--- src/rtl/sksol_pkg.sv ---
// ----------------------------------------------------------------------------
// Station keeping solution package
// Shared widths, constants, pipeline word types and a helper function.
// ----------------------------------------------------------------------------
package sksol_pkg;

   localparam int CORDIC_STEPS = 24;
   localparam int XY_W = 48;
   localparam int Z_W = 34;
   localparam int MAG_W = 44;
   localparam int NUM_W = 60;
   localparam int QUO_W = 40;
   localparam int CMP_W = 72;

   localparam logic [15:0] TURN = 16'd36000;
   localparam logic [31:0] GAIN = 32'd2608131496;
   // Reciprocal of 1125 scaled by 2^40, truncated.
   localparam logic [29:0] RECIP_1125 = 30'd977343669;
   localparam logic OP_SPEED = 1'b0;
   localparam logic OP_DURATION = 1'b1;

   localparam logic [31:0] ATAN_TAB [0:31] = '{
      32'd536870912, 32'd316933406, 32'd167458907, 32'd85004756, 32'd42667331,
      32'd21354465, 32'd10679838, 32'd5340245, 32'd2670163, 32'd1335087,
      32'd667544, 32'd333772, 32'd166886, 32'd83443, 32'd41722, 32'd20861,
      32'd10430, 32'd5215, 32'd2608, 32'd1304, 32'd652, 32'd326, 32'd163,
      32'd81, 32'd41, 32'd20, 32'd10, 32'd5, 32'd3, 32'd1, 32'd1, 32'd0
   };

   typedef struct packed {
      logic signed [XY_W-1:0] x;
      logic signed [XY_W-1:0] y;
      logic signed [Z_W-1:0]  z;
   } cordic_type;

   typedef struct packed {
      logic               valid;
      logic               bad;
      logic               op;
      logic               neg;
      logic [15:0]        ocrs;
      logic [31:0]        given;
      logic signed [32:0] dn_base;
      logic signed [32:0] de_base;
   } tag_type;

   typedef struct packed {
      logic        valid;
      logic        bad;
      logic        onst;
      logic        op;
      logic        ovf;
      logic [15:0] ocrs;
      logic [15:0] crs;
      logic [33:0] trange;
      logic [31:0] given;
   } dtag_type;

   typedef struct packed {
      logic [NUM_W-1:0] rem;
      logic [31:0]      den;
      logic [QUO_W-1:0] quo;
   } div_type;

   function automatic logic [15:0] mod_turn(input logic [15:0] v);
      mod_turn = (v >= TURN) ? 16'(v - TURN) : v;
   endfunction

endpackage

--- src/rtl/sksol_div_cell.sv ---
// ----------------------------------------------------------------------------
// Divider cell
// One restoring division step that settles one quotient bit.
// ----------------------------------------------------------------------------
module sksol_div_cell (
   input  logic               clock,
   input  logic               reset,
   input  logic [5:0]         shift,
   input  sksol_pkg::div_type  up_div,
   input  sksol_pkg::dtag_type up_tag,
   output sksol_pkg::div_type  dn_div,
   output sksol_pkg::dtag_type dn_tag
);

   sksol_pkg::div_type div_ff, div_in;
   sksol_pkg::dtag_type tag_ff;
   logic [sksol_pkg::CMP_W-1:0] dsh, rem_ext;
   logic ge;

   always_comb begin
      dsh = sksol_pkg::CMP_W'(up_div.den) << shift;
      rem_ext = sksol_pkg::CMP_W'(up_div.rem);
      ge = rem_ext >= dsh;
      div_in.den = up_div.den;
      div_in.rem = ge ? sksol_pkg::NUM_W'(rem_ext - dsh) : up_div.rem;
      div_in.quo = up_div.quo | (sksol_pkg::QUO_W'(ge) << shift);
   end

   always_ff @(posedge clock) begin
      div_ff <= div_in;
      if (reset) begin
         tag_ff.valid <= 1'b0;
      end else begin
         tag_ff <= up_tag;
      end
   end

   assign dn_div = div_ff;
   assign dn_tag = tag_ff;

endmodule

--- config.mk ---
export PLATFORM = sky130hd
export DESIGN_NAME = sksol_div_cell
export DESIGN_NICKNAME = d
export VERILOG_FILES = /design/src/rtl/sksol_pkg.sv /design/src/rtl/sksol_div_cell.sv
export SDC_FILE = /design/constraint.sdc
export NUM_CORES = 1
export LEC_CHECK = 0
export ABC_AREA = 0
export ABC_CLOCK_PERIOD_IN_PS = 9300
export BUFFER_PORTS_ARGS = -buffer_cell sky130_fd_sc_hd__buf_2
export CAP_MARGIN = 20
export CORE_AREA = 3 3 184 186
export DETAILED_ROUTE_END_ITERATION = 7
export DIE_AREA = 0 0 187 189
export GPL_TIMING_DRIVEN = 0
export HOLD_SLACK_MARGIN = 0.05
export PLACE_DENSITY = 0.62
export SLEW_MARGIN = 20
export SYNTH_ARGS = -nofsm -noshare
export SYNTH_HDL_FRONTEND = slang
export SYNTH_SLANG_ARGS = --single-unit
--- constraint.sdc ---
create_clock -name clock -period 9.3 [get_ports clock]
set_input_delay 1.86 -clock clock [delete_from_list [all_inputs] [get_ports clock]]
set_output_delay 1.86 -clock clock [all_outputs]
set_load 0.01 [all_outputs]
=== Word level (Yosys, flattened, before mapping) ===
Index checks and enable logic that the tools add are counted.

* Register bits: 235
* Latch bits: 0
* Memory bits (writable): 0
* Bits in read-only memories: 0
* Bits of input ports: 243
* Output and inout bits: 235
* Logic and storage cells: 18
* Memories kept: 0

* $add $sub $neg: 1
* $mul: 0
* Div/mod/pow operators: 0
* Magnitude comparators: 1
* Equality and inequality tests: 0
* Shift-type cells: 2
* Multiplexer cells: 1
* Bitwise gates (word level): 1
* Reduce and logical (&&, ||, !) cells: 0

{| class="wikitable"
|+ Operator list
! operator !! number
|-
| $ge 60x72->1 || 1
|-
| $shl 32x6->72 || 1
|-
| $mux 60 || 1
|-
| $sub 60x60->60 || 1
|-
| $or 40x40->40 || 1
|-
| $shl 1x6->40 || 1
|}

=== Longest topological paths before layout ===
* Word-level depth: 4
* Depth in mapped cells: 25
* Depth with buffers taken out: 18

=== Least setup slack after synthesis ===
OpenSTA, ideal clock, no wires.

* Path type: input to register
* Start point: input shift[3]
* End point: register div_ff, in the netlist dn_div[130]
* Library setup time: 0.122 ns
* Arrival time: 6.170 ns
* Required time: 9.178 ns
* Slack: 3.008 ns
* Stages: 20
* Path buffers: 4
* Path through: buf_2 > clkinv_1 > buf_1 > clkbuf_1 > mux2i_1 > o21ai_0 > nand2_1 > o21ai_0 > nand2_1 > ha_1 > clkbuf_1 > nand2_1 > or3_1 > or3_1 > a2111oi_0 > nor4_1 > o211ai_1 > and4b_1 > o21a_1 > o31ai_1

{| class="wikitable"
|+ RTL lines
! item !! RTL line !! source
|-
| start: declaration || sksol_div_cell.sv:8 || <nowiki>input logic [5:0] shift,</nowiki>
|-
| end signal: assignment || sksol_div_cell.sv:30 || <nowiki>div_ff <= div_in;</nowiki>
|-
| end: declaration || sksol_div_cell.sv:15 || <nowiki>sksol_pkg::div_type div_ff, div_in;</nowiki>
|}

==> metrics.csv <==
metric,value,unit
"Seq/Total Area, Yosys",44.4,%
DIE WIDTH,187,µm
maximum vdd drop,0.147,mV
Flop pwr share,39.6,%
worst-path fanout max,10,
P_int,2.04,mW
largest area contributor in the netlist,edfxtp_1,
Async SR Flop Fraction,0,%
Wirelength per Cell,23.2,µm
fin crit period,7.78,ns
Die Footprint,35300,µm²
RSZ-0062 raised after global routing,no,
total power,3.01,mW
clock network power share,31.7,%
Total Routing Usage GR,28.3,%
Synth top cells by count,"nand2_1, dfxtp_1, o21ai_0",
P&R area growth vs syn,29.2,%
WP data required,9.73,ns
Final Wtd Congestion,0.979,
Sw Ratio,32.4,%
vias per cell,5.55,
syn avg cell area,9.83,µm²
WS Path Type,input port to flop,
post-route setup TNS,0,ns
CTS tree,done,
drt first pass iters,7,
final number of hold-violating endpoints,0,
pin count of the biggest net entering global routing,83,
Fill cells,3066,
Initial DRC Count,1032,
Port-buffer cells,475,
Final Cycle Share,83.7,%
# rows,66,
DRC,0,
"antenna viol nets, final",0,
Final setup viols,0,
Startpoint Class,input port,
first-pass GRT wire length,76.3,mm
Hold WC Path Type,input port to flop,
clk buf depth,3,
CTS Sinks,235,
library cells used by synthesis,74,
status,completed,
H-tree depth,1,
ys flop type,dfxtp_1,
Nets,2121,
Seq cells post-synth,235,
starting density of the core,39.8,%
Post-Syn Nets,1617,
Synth Instances,1313,
Crit. End Element,flop,
worst slew pin tran,1.04,ns
area share of the largest cell type after synthesis,23.7,%
ranking of synthesized cells by area,"edfxtp_1, dfxtp_1, ha_1",
YS warnings,0,
Worst-path clk slew,0.06,ns
Post-CTS Setup Bufs,0,
antenna violations before repair,8,
io pins,478,
leakage power of the design,7.53,nW
total core area,32500,µm²
Max Cap Violations,0,
final wirelength,53.0,mm
Post-Synthesis Cell Area,12900,µm²
Logic pwr share,28.6,%
total net switching power,0.977,mW
Crit path arrival time,8.21,ns
"count leader, synth",nand2_1,
max_slew headroom,30.5,%
# hold bufs at CTS,0,
Final HPWL DP,43.9,mm
pwr/cell area,181,nW/µm²
Vias,12677,
Congestion Overflow GR,0,
fin. max-slew vios,0,
Chip Height,189,µm
Post-synth EDFFs,102,
CTS root buffer,clkbuf_16,
share of layout cells above drive strength 1,32.6,%
total CTS buffers,25,
final core occ,51.4,%
Peak Freq,128,MHz
vias in the first global route,12151,
post-CTS resize count,0,
power groups by stage:
stage                     clock (mW)  combinational (mW)  sequential, mW
after global routing            1.02               0.937            1.20
after floorplan                    0               0.462            1.27
final                          0.955               0.862            1.19
after global placement             0               0.847            1.22
after CTS                      0.984               0.852            1.19
after detailed placement           0               0.847            1.22
through the flow:
| step | std cells | area (µm²) | hold WS (ns) | worst slack [ns] |
|---|---|---|---|---|
| finish | 2286 | 16700 | 1.47 | 1.52 |
| global route | 2286 | 16700 | 1.46 | 1.28 |
| detailed placement | 2232 | 15900 | 2.02 | 1.20 |
| global placement | 2230 | 15800 | 2.01 | 0.344 |
| CTS | 2278 | 16700 | 1.45 | 1.73 |
| floorplan | 1313 | 12900 | 1.89 | 3.01 |
cells in the final DEF (no fill, tap or decap), types with 6 or more instances in the layout:
cell       synthesis  routed
xnor2_1           22      22
a211oi_1           7       7
mux2_2            23      23
dfxtp_1          133     133
diode_2            0       8
clkbuf_16          0      25
and3_1            11      11
nand3_1           19      19
nor2_1            76      76
a21o_1            69      69
o211ai_1           8       8
a22oi_1            7       7
nor4_1             9       9
inv_1             27      26
mux4_2            25      25
xor2_1            28      28
a31oi_1           13      13
nor2b_1            6       6
buf_1              8       8
a21oi_1           85      85
nand2_1          172     172
edfxtp_1         102     102
clkbuf_1          41      48
o21a_1             8       8
mux2i_1           36      36
o31ai_1            6       6
o21ai_0          124     124
o22ai_1           10      10
o21bai_1          10      10
o22a_1            15      15
ha_1              60      60
nand2b_1          15      15
buf_2             15     490
nor3_1            20      20
nand4_1           16      16
flip-flops by register name, summed over array words and instances (netlist names):
name,flops
dn_div,132
dn_tag,103
final timing paths:
path / from / cells past startpoint / slack (ns) / end
max: shift[3] / 22 / 1.52 / dn_div[130]
min: up_div[42] / 1 / 1.47 / dn_div[42]
cells by family after synthesis:
logic type	synth area share, %
AND/OR/NAND/NOR	13.5
adder cells (fa/ha/maj)	5.97
multiplexers	9.16
buffers and inverters	3.31
flip-flops	44.4
AO/OA/AOI/OAI	20.3
XOR/XNOR	3.39
critical path: stages:
cell and delay (ns):
buf_2 0.11, buf_2 0.18, clkinv_1 0.14, buf_1 0.46, clkbuf_1 0.48, mux2i_1 0.22, o21ai_0 0.63, nand2_1 0.10
o21ai_0 0.17, nand2_1 0.17, ha_1 0.31, clkbuf_1 0.31, nand2_1 0.18, or3_1 0.45, or3_1 0.44, a2111oi_1 0.38
clkdlybuf4s18_2 0.34, nor4_1 0.11, o211ai_1 0.49, and4b_1 0.30, nor3_1 0.06, o31ai_1 0.31
metal layers:
| metal | GRT usage (%) | share of wire (%) | wire [µm] | up-vias |
|---|---|---|---|---|
| met3 | 6.20 | 8.5 | 4520 | 89 |
| met2 | 48.2 | 48 | 25600 | 601 |
| met5 | 0 | 0 | 0 | - |
| met1 | 36.1 | 40 | 21300 | 6066 |
| li1 | - | - | - | 5921 |
| met4 | 8.93 | 3.0 | 1610 | 0 |
final cells by class:
| type | instances | area (µm²) | area share (%) |
|---|---|---|---|
| Buffer | 70 | 319 | 1.91 |
| Sequential cell | 235 | 5730 | 34.3 |
| Inverter | 29 | 114 | 0.683 |
| Antenna cell | 8 | 20.0 | 0.120 |
| Clock inverter | 13 | 113 | 0.675 |
| Tap cell | 442 | 553 | 3.32 |
| Multi-Input combinational cell | 979 | 6760 | 40.5 |
| Timing Repair Buffer | 477 | 2410 | 14.5 |
| Clock buffer | 33 | 666 | 3.99 |
(Power assumes the default switching activity.)
