### config.mk
export PLATFORM = sky130hd
export DESIGN_NAME = sksol_cordic_cell
export DESIGN_NICKNAME = d
export VERILOG_FILES = /design/src/rtl/sksol_pkg.sv /design/src/rtl/sksol_cordic_cell.sv
export SDC_FILE = /design/constraint.sdc
export NUM_CORES = 1
export LEC_CHECK = 0
export ABC_AREA = 1
export BUFFER_PORTS_ARGS = -buffer_cell sky130_fd_sc_hd__buf_2
export CORE_AREA = 2 2 210 212
export DETAILED_ROUTE_END_ITERATION = 8
export DIE_AREA = 0 0 212 214
export PLACE_DENSITY = 0.76
export SLEW_MARGIN = 0
export SYNTH_ARGS = -nofsm -noshare
export SYNTH_HDL_FRONTEND = slang
export SYNTH_SLANG_ARGS = --single-unit
### constraint.sdc
create_clock -name clock -period 13.2 [get_ports clock]
set_clock_uncertainty 0.1 [all_clocks]
set_input_delay 1.98 -clock clock [delete_from_list [all_inputs] [get_ports clock]]
set_output_delay 1.98 -clock clock [all_outputs]
set_load 0.02 [all_outputs]
### src/rtl/sksol_pkg.sv
// ----------------------------------------------------------------------------
// Station keeping solution package
// Shared widths, constants, pipeline word types and a helper function.
// ----------------------------------------------------------------------------
package sksol_pkg;

   localparam int CORDIC_STEPS = 24;
   localparam int XY_W = 48;
   localparam int Z_W = 34;
   localparam int MAG_W = 44;
   localparam int NUM_W = 60;
   localparam int QUO_W = 40;
   localparam int CMP_W = 72;

   localparam logic [15:0] TURN = 16'd36000;
   localparam logic [31:0] GAIN = 32'd2608131496;
   // Reciprocal of 1125 scaled by 2^40, truncated.
   localparam logic [29:0] RECIP_1125 = 30'd977343669;
   localparam logic OP_SPEED = 1'b0;
   localparam logic OP_DURATION = 1'b1;

   localparam logic [31:0] ATAN_TAB [0:31] = '{
      32'd536870912, 32'd316933406, 32'd167458907, 32'd85004756, 32'd42667331,
      32'd21354465, 32'd10679838, 32'd5340245, 32'd2670163, 32'd1335087,
      32'd667544, 32'd333772, 32'd166886, 32'd83443, 32'd41722, 32'd20861,
      32'd10430, 32'd5215, 32'd2608, 32'd1304, 32'd652, 32'd326, 32'd163,
      32'd81, 32'd41, 32'd20, 32'd10, 32'd5, 32'd3, 32'd1, 32'd1, 32'd0
   };

   typedef struct packed {
      logic signed [XY_W-1:0] x;
      logic signed [XY_W-1:0] y;
      logic signed [Z_W-1:0]  z;
   } cordic_type;

   typedef struct packed {
      logic               valid;
      logic               bad;
      logic               op;
      logic               neg;
      logic [15:0]        ocrs;
      logic [31:0]        given;
      logic signed [32:0] dn_base;
      logic signed [32:0] de_base;
   } tag_type;

   typedef struct packed {
      logic        valid;
      logic        bad;
      logic        onst;
      logic        op;
      logic        ovf;
      logic [15:0] ocrs;
      logic [15:0] crs;
      logic [33:0] trange;
      logic [31:0] given;
   } dtag_type;

   typedef struct packed {
      logic [NUM_W-1:0] rem;
      logic [31:0]      den;
      logic [QUO_W-1:0] quo;
   } div_type;

   function automatic logic [15:0] mod_turn(input logic [15:0] v);
      mod_turn = (v >= TURN) ? 16'(v - TURN) : v;
   endfunction

endpackage

### src/rtl/sksol_cordic_cell.sv
// ----------------------------------------------------------------------------
// CORDIC cell
// One micro-rotation of the CORDIC chain, in rotation or vectoring mode.
// ----------------------------------------------------------------------------
module sksol_cordic_cell (
   input  logic                 clock,
   input  logic                 reset,
   input  logic                 vec_mode,
   input  logic [4:0]           shift,
   input  logic [31:0]          atan,
   input  sksol_pkg::cordic_type up_st,
   input  sksol_pkg::tag_type    up_tag,
   output sksol_pkg::cordic_type dn_st,
   output sksol_pkg::tag_type    dn_tag
);

   sksol_pkg::cordic_type st_ff, st_in;
   sksol_pkg::tag_type tag_ff;
   logic signed [sksol_pkg::XY_W-1:0] dx, dy;
   logic signed [sksol_pkg::Z_W-1:0] za;
   logic cw;

   always_comb begin
      dx = $signed(up_st.y) >>> shift;
      dy = $signed(up_st.x) >>> shift;
      za = $signed({2'b00, atan});
      // Vectoring drives y toward zero, rotation drives z toward zero.
      cw = vec_mode ? ~up_st.y[sksol_pkg::XY_W-1] : up_st.z[sksol_pkg::Z_W-1];
      if (cw) begin
         st_in.x = up_st.x + dx;
         st_in.y = up_st.y - dy;
         st_in.z = up_st.z + za;
      end else begin
         st_in.x = up_st.x - dx;
         st_in.y = up_st.y + dy;
         st_in.z = up_st.z - za;
      end
   end

   always_ff @(posedge clock) begin
      st_ff <= st_in;
      if (reset) begin
         tag_ff.valid <= 1'b0;
      end else begin
         tag_ff <= up_tag;
      end
   end

   assign dn_st = st_ff;
   assign dn_tag = tag_ff;

endmodule

# After elaboration in Yosys (flattened, before gate mapping)
# Cells that the tools add are included.
[classes]
bitwise = 1
shifts = 2
n_mux = 2
add_sub_neg = 6
[ops]
columns = ["op", "count"]
rows = [
  ["$mux 130", 1],
  ["$add 48x48->48", 2],
  ["$sshr 48x5->48", 2],
  ["$sub 48x48->48", 2],
  ["$add 34x33->34", 1],
  ["$sub 34x33->34", 1],
  ["$mux 1", 1],
  ["$not 1->1", 1],
]
[totals]
in_bits = 288
word_cells = 22
output_inout_bits = 248
regBits = 248

# Longest topological paths before layout
# Gate-level depths: netlist of run 1.
[depth]
depth_word = 3
ltp_mapped = 35
depth_no_buf = 32

# Worst setup path after synthesis of run 1
# No wires, ideal clock.
[synth_timing]
kind = "input port to flip-flop"
startpoint = "input port shift[0]"
endpoint = "register st_ff, in the netlist dn_st[104]"
t_required_ps = 12973
setup_slack_ps = 7435
arrival_time_ps = 5538
n_path_buf = 3
setup_ps = 127
cell_stages = 26
cell_sequence = "buf_6 > buf_6 > buf_2 > nand2_1 > nand3_1 > nand3_1 > nand2_1 > o211ai_1 > nand2_1 > inv_1 > ha_1 > inv_1 > nor2_2 > nor2_1 > xor2_1 > inv_1 > ha_1 > nand2_1 > inv_1 > a21boi_0 > o21ai_0 > a21boi_0 > o21ai_0 > a21boi_0 > o21ai_0 > xor2_1"
[synth_rtl]
columns = ["element", "line_no", "source"]
rows = [
  ["start, declared", "sksol_cordic_cell.sv:9", "input logic [4:0] shift,"],
  ["end signal, assigned", "sksol_cordic_cell.sv:41", "st_ff <= st_in;"],
  ["end, declared", "sksol_cordic_cell.sv:17", "sksol_pkg::cordic_type st_ff, st_in;"],
]

==> results.sh, run 1 <==
export IMPL_worst_slew_pin_slew_ps=1030
export IMPL_start_util_pct=53.0
export IMPL_hold_start="up_tag[63]"
export IMPL_clkSinkCount=248
export IMPL_setup_viol=0
export IMPL_worstSetupStartpointType="input port"
export IMPL_finalMaxSlewViolations=0
export IMPL_antenna_left=0
export IMPL_synthesis_area_um2=22700
export IMPL_track_usage_pct=34.1
export IMPL_seqCellArea_um2=6140
export IMPL_yosys_warnings=0
export IMPL_synth_edf_count=117
export IMPL_post_cts_buffers=0
export IMPL_worstSetupEndpointType="flip-flop"
export IMPL_drt_total_wl_um=80600
export IMPL_fin_crit_ps=7450
export IMPL_ctsRootBufferMaster="clkbuf_16"
export IMPL_place_gp_congestion=0.992
export IMPL_fillCellCount=4210
export IMPL_rsz0062_at_grt="no"
export IMPL_die_w_um=212
export IMPL_cp_data_arrival_time_ps=7850
export IMPL_crit_required_ps=13600
export IMPL_core_area_um2=42900
export IMPL_postSynth_asyncResetShare_pct=0
export IMPL_wl_per_cell_um=17.9
export IMPL_synthDistinctLibCells=49
export IMPL_overflow=0
export IMPL_synth_area_leaders="nand2_1, edfxtp_1, nand3_1"
export IMPL_fmax_mhz=134
export IMPL_ys_seq_area_share_pct=27.0
export IMPL_finalInstanceArea_um2=26600
export IMPL_io_pins=536
export IMPL_max_cap_violations=0
export IMPL_grt_max_degree=97
export IMPL_dp_hpwl_um=65700
export IMPL_status="finished, final reports clean"
export IMPL_finalHoldViolCount=0
export IMPL_final_nets=4334
export IMPL_syn_nets=3876
export IMPL_drt_pass1_iter_count=6
export IMPL_cts_resized_gates=0
export IMPL_worst_path_most_repeated_cell="inv_1"
export IMPL_synth_cells=3439
export IMPL_dieArea_um2=45400
export IMPL_yosys_area_top_type="nand2_1"
export IMPL_path_clk_slew_ps=60
export IMPL_yosys_top_cells_count="nand2_1, nand3_1, nor2_1"
export IMPL_maxSlewHeadroom_pct=31.4
export IMPL_routed_via_density=5.58
export IMPL_synth_top_area_share_pct=16.9
export IMPL_power_per_cell_area_nw_per_um2=138
export IMPL_synth_main_ff_cell="dfxtp_1"
export IMPL_grt_pass1_wl_um=123000
export IMPL_clockBufferDepth=3
export IMPL_drc=0
export IMPL_crit_path_start="shift[1]"
export IMPL_drt_iter0_drc=2627
export IMPL_cp_max_fo=93
export IMPL_ir_drop_mv=0.149
export IMPL_cts_made_buffers=27
export IMPL_ys_ff_latch=248
export IMPL_area_delta_synth_final_pct=17.0
export IMPL_critPathKind="in2reg"
export IMPL_finalCritPeriodShare_pct=56.4
export IMPL_syn_area_per_cell_um2=6.61
export IMPL_synth_most_common_cell="nand2_1"
export IMPL_cts_hold_buf=0
export IMPL_multi_input_area_um2=15100
export IMPL_hold_class="in2reg"
export IMPL_setup_tns_ps=0
export IMPL_placed_cell_area_um2=25600
export IMPL_p_leak_nw=13.2
export IMPL_fp_row_count=76
export IMPL_cpPeakStageDelay_ps=720
export IMPL_p_total_mw=3.68
export IMPL_grt_pass1_vias=23200
export IMPL_cts_tree="built"
export IMPL_htree_num_levels=1
export IMPL_layout_drive_gt1_share_pct=17.9
export IMPL_cp_slowest_cell="buf_4"
export IMPL_die_y_um=214
export IMPL_antenna_found_initial=9
export IMPL_vias=25200
export IMPL_port_buffers=535
per-layer routing:
| layer | up-vias | GRT usage [%] | wire length (µm) |
|---|---|---|---|
| met4 | 0 | 12.2 | 3020 |
| met3 | 190 | 4.15 | 6910 |
| met5 | - | 0 | 0 |
| met1 | 11400 | 45.7 | 33700 |
| li1 | 12500 | - | - |
| met2 | 1109 | 56.2 | 37000 |
layout by cell type (no fill, tap or decap), drive strengths merged, types with 5 or more instances in the layout:
| master | synthesis | final |
|---|---|---|
| xor2 | 151 | 151 |
| nand4 | 34 | 34 |
| clkinv | 0 | 8 |
| dfxtp | 131 | 131 |
| buf | 79 | 548 |
| and2 | 5 | 5 |
| a21o | 10 | 10 |
| nor3 | 27 | 27 |
| a31oi | 37 | 37 |
| a21oi | 188 | 188 |
| a21boi | 12 | 12 |
| nand2 | 1072 | 1072 |
| o21bai | 8 | 8 |
| diode | 0 | 10 |
| ha | 146 | 146 |
| edfxtp | 117 | 117 |
| inv | 245 | 249 |
| o21a | 13 | 13 |
| xnor2 | 73 | 73 |
| nor2 | 281 | 281 |
| o31ai | 8 | 8 |
| clkbuf | 40 | 30 |
| o211ai | 9 | 9 |
| a211oi | 5 | 5 |
| o21ai | 148 | 148 |
| nand3 | 577 | 577 |
flip-flops by register name (all words and copies together) (netlist names):
register / flops
dn_tag: 118
dn_st: 130
power by group:
group          switching, mW  leakage, nW  internal, mW
registers             0.0559         2.25          1.03
clock network          0.329        0.448         0.460
logic                   1.22         10.5         0.591
cells by family (layout without fill, tap and decap cells):
group,Yosys count,count (layout),share of synthesized area [%]
AO/OA/AOI/OAI,444,444,10.9
XOR/XNOR,224,224,8.63
adder cells (fa/ha/maj),149,149,8.30
buffers and inverters,364,841,6.73
flip-flops,248,248,27.0
other,0,10,0
AND/OR/NAND/NOR,2010,2010,38.4
worst max-delay path: cells and delay by family:
| kind | cells | cell delay, ps |
|---|---|---|
| adders and majority gates | 2 | 610 |
| buffers and inverters | 8 | 1980 |
| and+or+nand+nor | 7 | 850 |
| AOI/OAI and AO/OA | 7 | 2020 |
| xor gates and xnor gates | 2 | 320 |
area by class of cell:
type	count	share of cell area (%)
Clock inverter	18	0.894
Sequential cell	248	23.1
Multi-Input combinational cell	2827	56.7
Clock buffer	30	2.58
Tap cell	585	2.75
Inverter	245	3.48
Antenna cell	10	0.0941
Timing Repair Buffer	548	10.4
worst paths after layout:
check / end / slack, ps / depth (start not counted)
setup / recovery: dn_st[125] / 5750 / 26
hold / removal: dn_tag[63] / 1470 / 1
metrics by stage:
| step | hold WS (ps) | util (%) | instances | worst slack (ps) |
|---|---|---|---|---|
| finish | 1470 | 62.0 | 4511 | 5750 |
| global route | 1450 | 62.0 | 4508 | 5290 |
| CTS | 1440 | 61.9 | 4501 | 5940 |
| detailed placement | 2060 | 59.8 | 4453 | 5370 |
| global placement | 2060 | 59.8 | 4453 | 5440 |
| floorplan | 1950 | - | 3439 | 7440 |
Note: power is estimated with default switching activity, not from simulation.
==> inputs of run 2 (changes only) <==
CORE_AREA = 2 2 211 213   (was 2 2 210 212)
DIE_AREA = 0 0 213 215   (was 0 0 212 214)
PLACE_DENSITY = 0.75   (was 0.76)
clock period = 7.4 ns   (was 13.2 ns; I/O delays follow)
==> run 2 against run 1 <==
Sequential power up 80%. First-iteration DRC count decreased by 9.7%. Cell area up 0.18%. Critical path type unchanged. Critical endpoint is now dn_st[123]. Largest cell class unchanged.
==> results.sh, run 2 (synthesized netlist as in run 1, its figures left out) <==
export IMPL_cts_tree="built"
export IMPL_place_gp_congestion=0.993
export IMPL_ctsRootBufferMaster="clkbuf_16"
export IMPL_fin_util_pct=61.0
export IMPL_die_w_um=213
export IMPL_final_cell_mix="nand2_1, nand3_1, buf_2, nor2_1, inv_1"
export IMPL_worst_slew_pin_slew_ps=951
export IMPL_htree_num_levels=1
export IMPL_io_pins=536
export IMPL_crit_required_ps=7790
export IMPL_fmax_mhz=173
export IMPL_seqCellArea_um2=6140
export IMPL_grt_pass1_wl_um=123000
export IMPL_finalMaxSlewViolations=0
export IMPL_setup_viol=0
export IMPL_clkSinkCount=248
export IMPL_finalCritPeriodShare_pct=78.3
export IMPL_die_y_um=215
export IMPL_drt_iter0_drc=2371
export IMPL_critPathKind="in2reg"
export IMPL_worstSetupEndpointType="flip-flop"
export IMPL_grt_max_degree=93
export IMPL_largest_reg_flops=130
export IMPL_cp_max_fo=51
export IMPL_max_cap_violations=0
export IMPL_core_area_um2=43600
export IMPL_path_clk_slew_ps=60
export IMPL_wl_per_cell_um=17.8
export IMPL_dieArea_um2=45800
export IMPL_cts_resized_gates=0
export IMPL_final_nets=4345
export IMPL_vias=25200
export IMPL_pre_cts_ws_ps=1180
export IMPL_start_util_pct=52.1
export IMPL_p_total_mw=6.49
export IMPL_ir_drop_mv=0.239
export IMPL_clockBufferDepth=3
export IMPL_overflow=0
export IMPL_setup_tns_ps=0
export IMPL_setup_ws_ps=1600
export IMPL_worstSetupStartpointType="input port"
export IMPL_multi_input_area_um2=15100
export IMPL_finalHoldViolCount=0
export IMPL_track_usage_pct=33.9
export IMPL_antenna_found_initial=8
export IMPL_post_cts_buffers=0
export IMPL_area_delta_synth_final_pct=17.2
export IMPL_routed_via_density=5.56
export IMPL_maxSlewHeadroom_pct=36.6
export IMPL_status="finished, final reports clean"
export IMPL_antenna_left=0
export IMPL_grt_pass1_vias=23300
export IMPL_drc=0
export IMPL_cts_hold_buf=0
export IMPL_dp_hpwl_um=66700
export IMPL_layout_drive_gt1_share_pct=18.0
export IMPL_fin_crit_ps=5800
export IMPL_hold_class="in2reg"
export IMPL_final_common_cell="nand2_1"
export IMPL_rsz0062_at_grt="no"
export IMPL_power_per_cell_area_nw_per_um2=244
export IMPL_fillCellCount=4368
export IMPL_cts_made_buffers=26
export IMPL_drt_pass1_iter_count=7
export IMPL_drt_total_wl_um=80800
export IMPL_cp_data_arrival_time_ps=6180
export IMPL_fp_row_count=77
export IMPL_p_leak_nw=13.2
export IMPL_port_buffers=535
==> run 2: path summary, 6_finish.rpt <==
check,startpoint,to,depth (start not counted)
hold / removal,up_tag[21],dn_tag[21],1
setup / recovery,shift[1],dn_st[123],28
==> run 2: per-layer routing <==
| layer | GRT usage, % | vias up | routed length, µm |
|---|---|---|---|
| met5 | 0 | - | 0 |
| met4 | 13.8 | 0 | 3190 |
| met3 | 4.59 | 184 | 6500 |
| met2 | 55.8 | 1108 | 37100 |
| met1 | 44.6 | 11400 | 34000 |
| li1 | - | 12500 | - |
==> run 2: report_power, final <==
group | internal (mW) | total [mW] | switching [mW]
clock network | 0.778 | 1.33 | 0.551
registers | 1.83 | 1.94 | 0.104
logic | 1.06 | 3.23 | 2.17
total | 3.67 | 6.49 | 2.82
==> run 2: through the flow <==
step                area [µm²]  instances  hold slack [ps]
global route             26600       4528              609
detailed placement       25700       4472             1190
floorplan                22700       3439             1080
global placement         25700       4472             1190
finish                   26600       4528              620
CTS                      26600       4520              602
==> run 2: final cells by class <==
cell class	instances	share of cell area, %
diodes	8	0.0752
clock inverters	11	0.578
repair buffers	560	10.8
inverters	245	3.47
well taps	592	2.78
flip-flops and latches	248	23.0
multi-input cells	2827	56.6
clock buffers	37	2.67
==> run 2: critical path: stages <==
cell     delay [ps]
buf_2           130
inv_2           640
nand3_1         220
nand3_1         150
nand3_1         120
nand3_1         170
nand2_1         130
inv_1           120
ha_1            240
inv_1            90
nor2_2          150
nand2_2         130
nor2_4          160
nand2_1         100
nand2_2         110
nand2_1          70
xor2_1          150
inv_1            80
ha_1            300
nand2_1          60
inv_1            90
nand2_1          70
nor2_1          190
nand3_1          90
o21ai_0         580
a21oi_1         260
o21ai_0         260
xor2_1          180
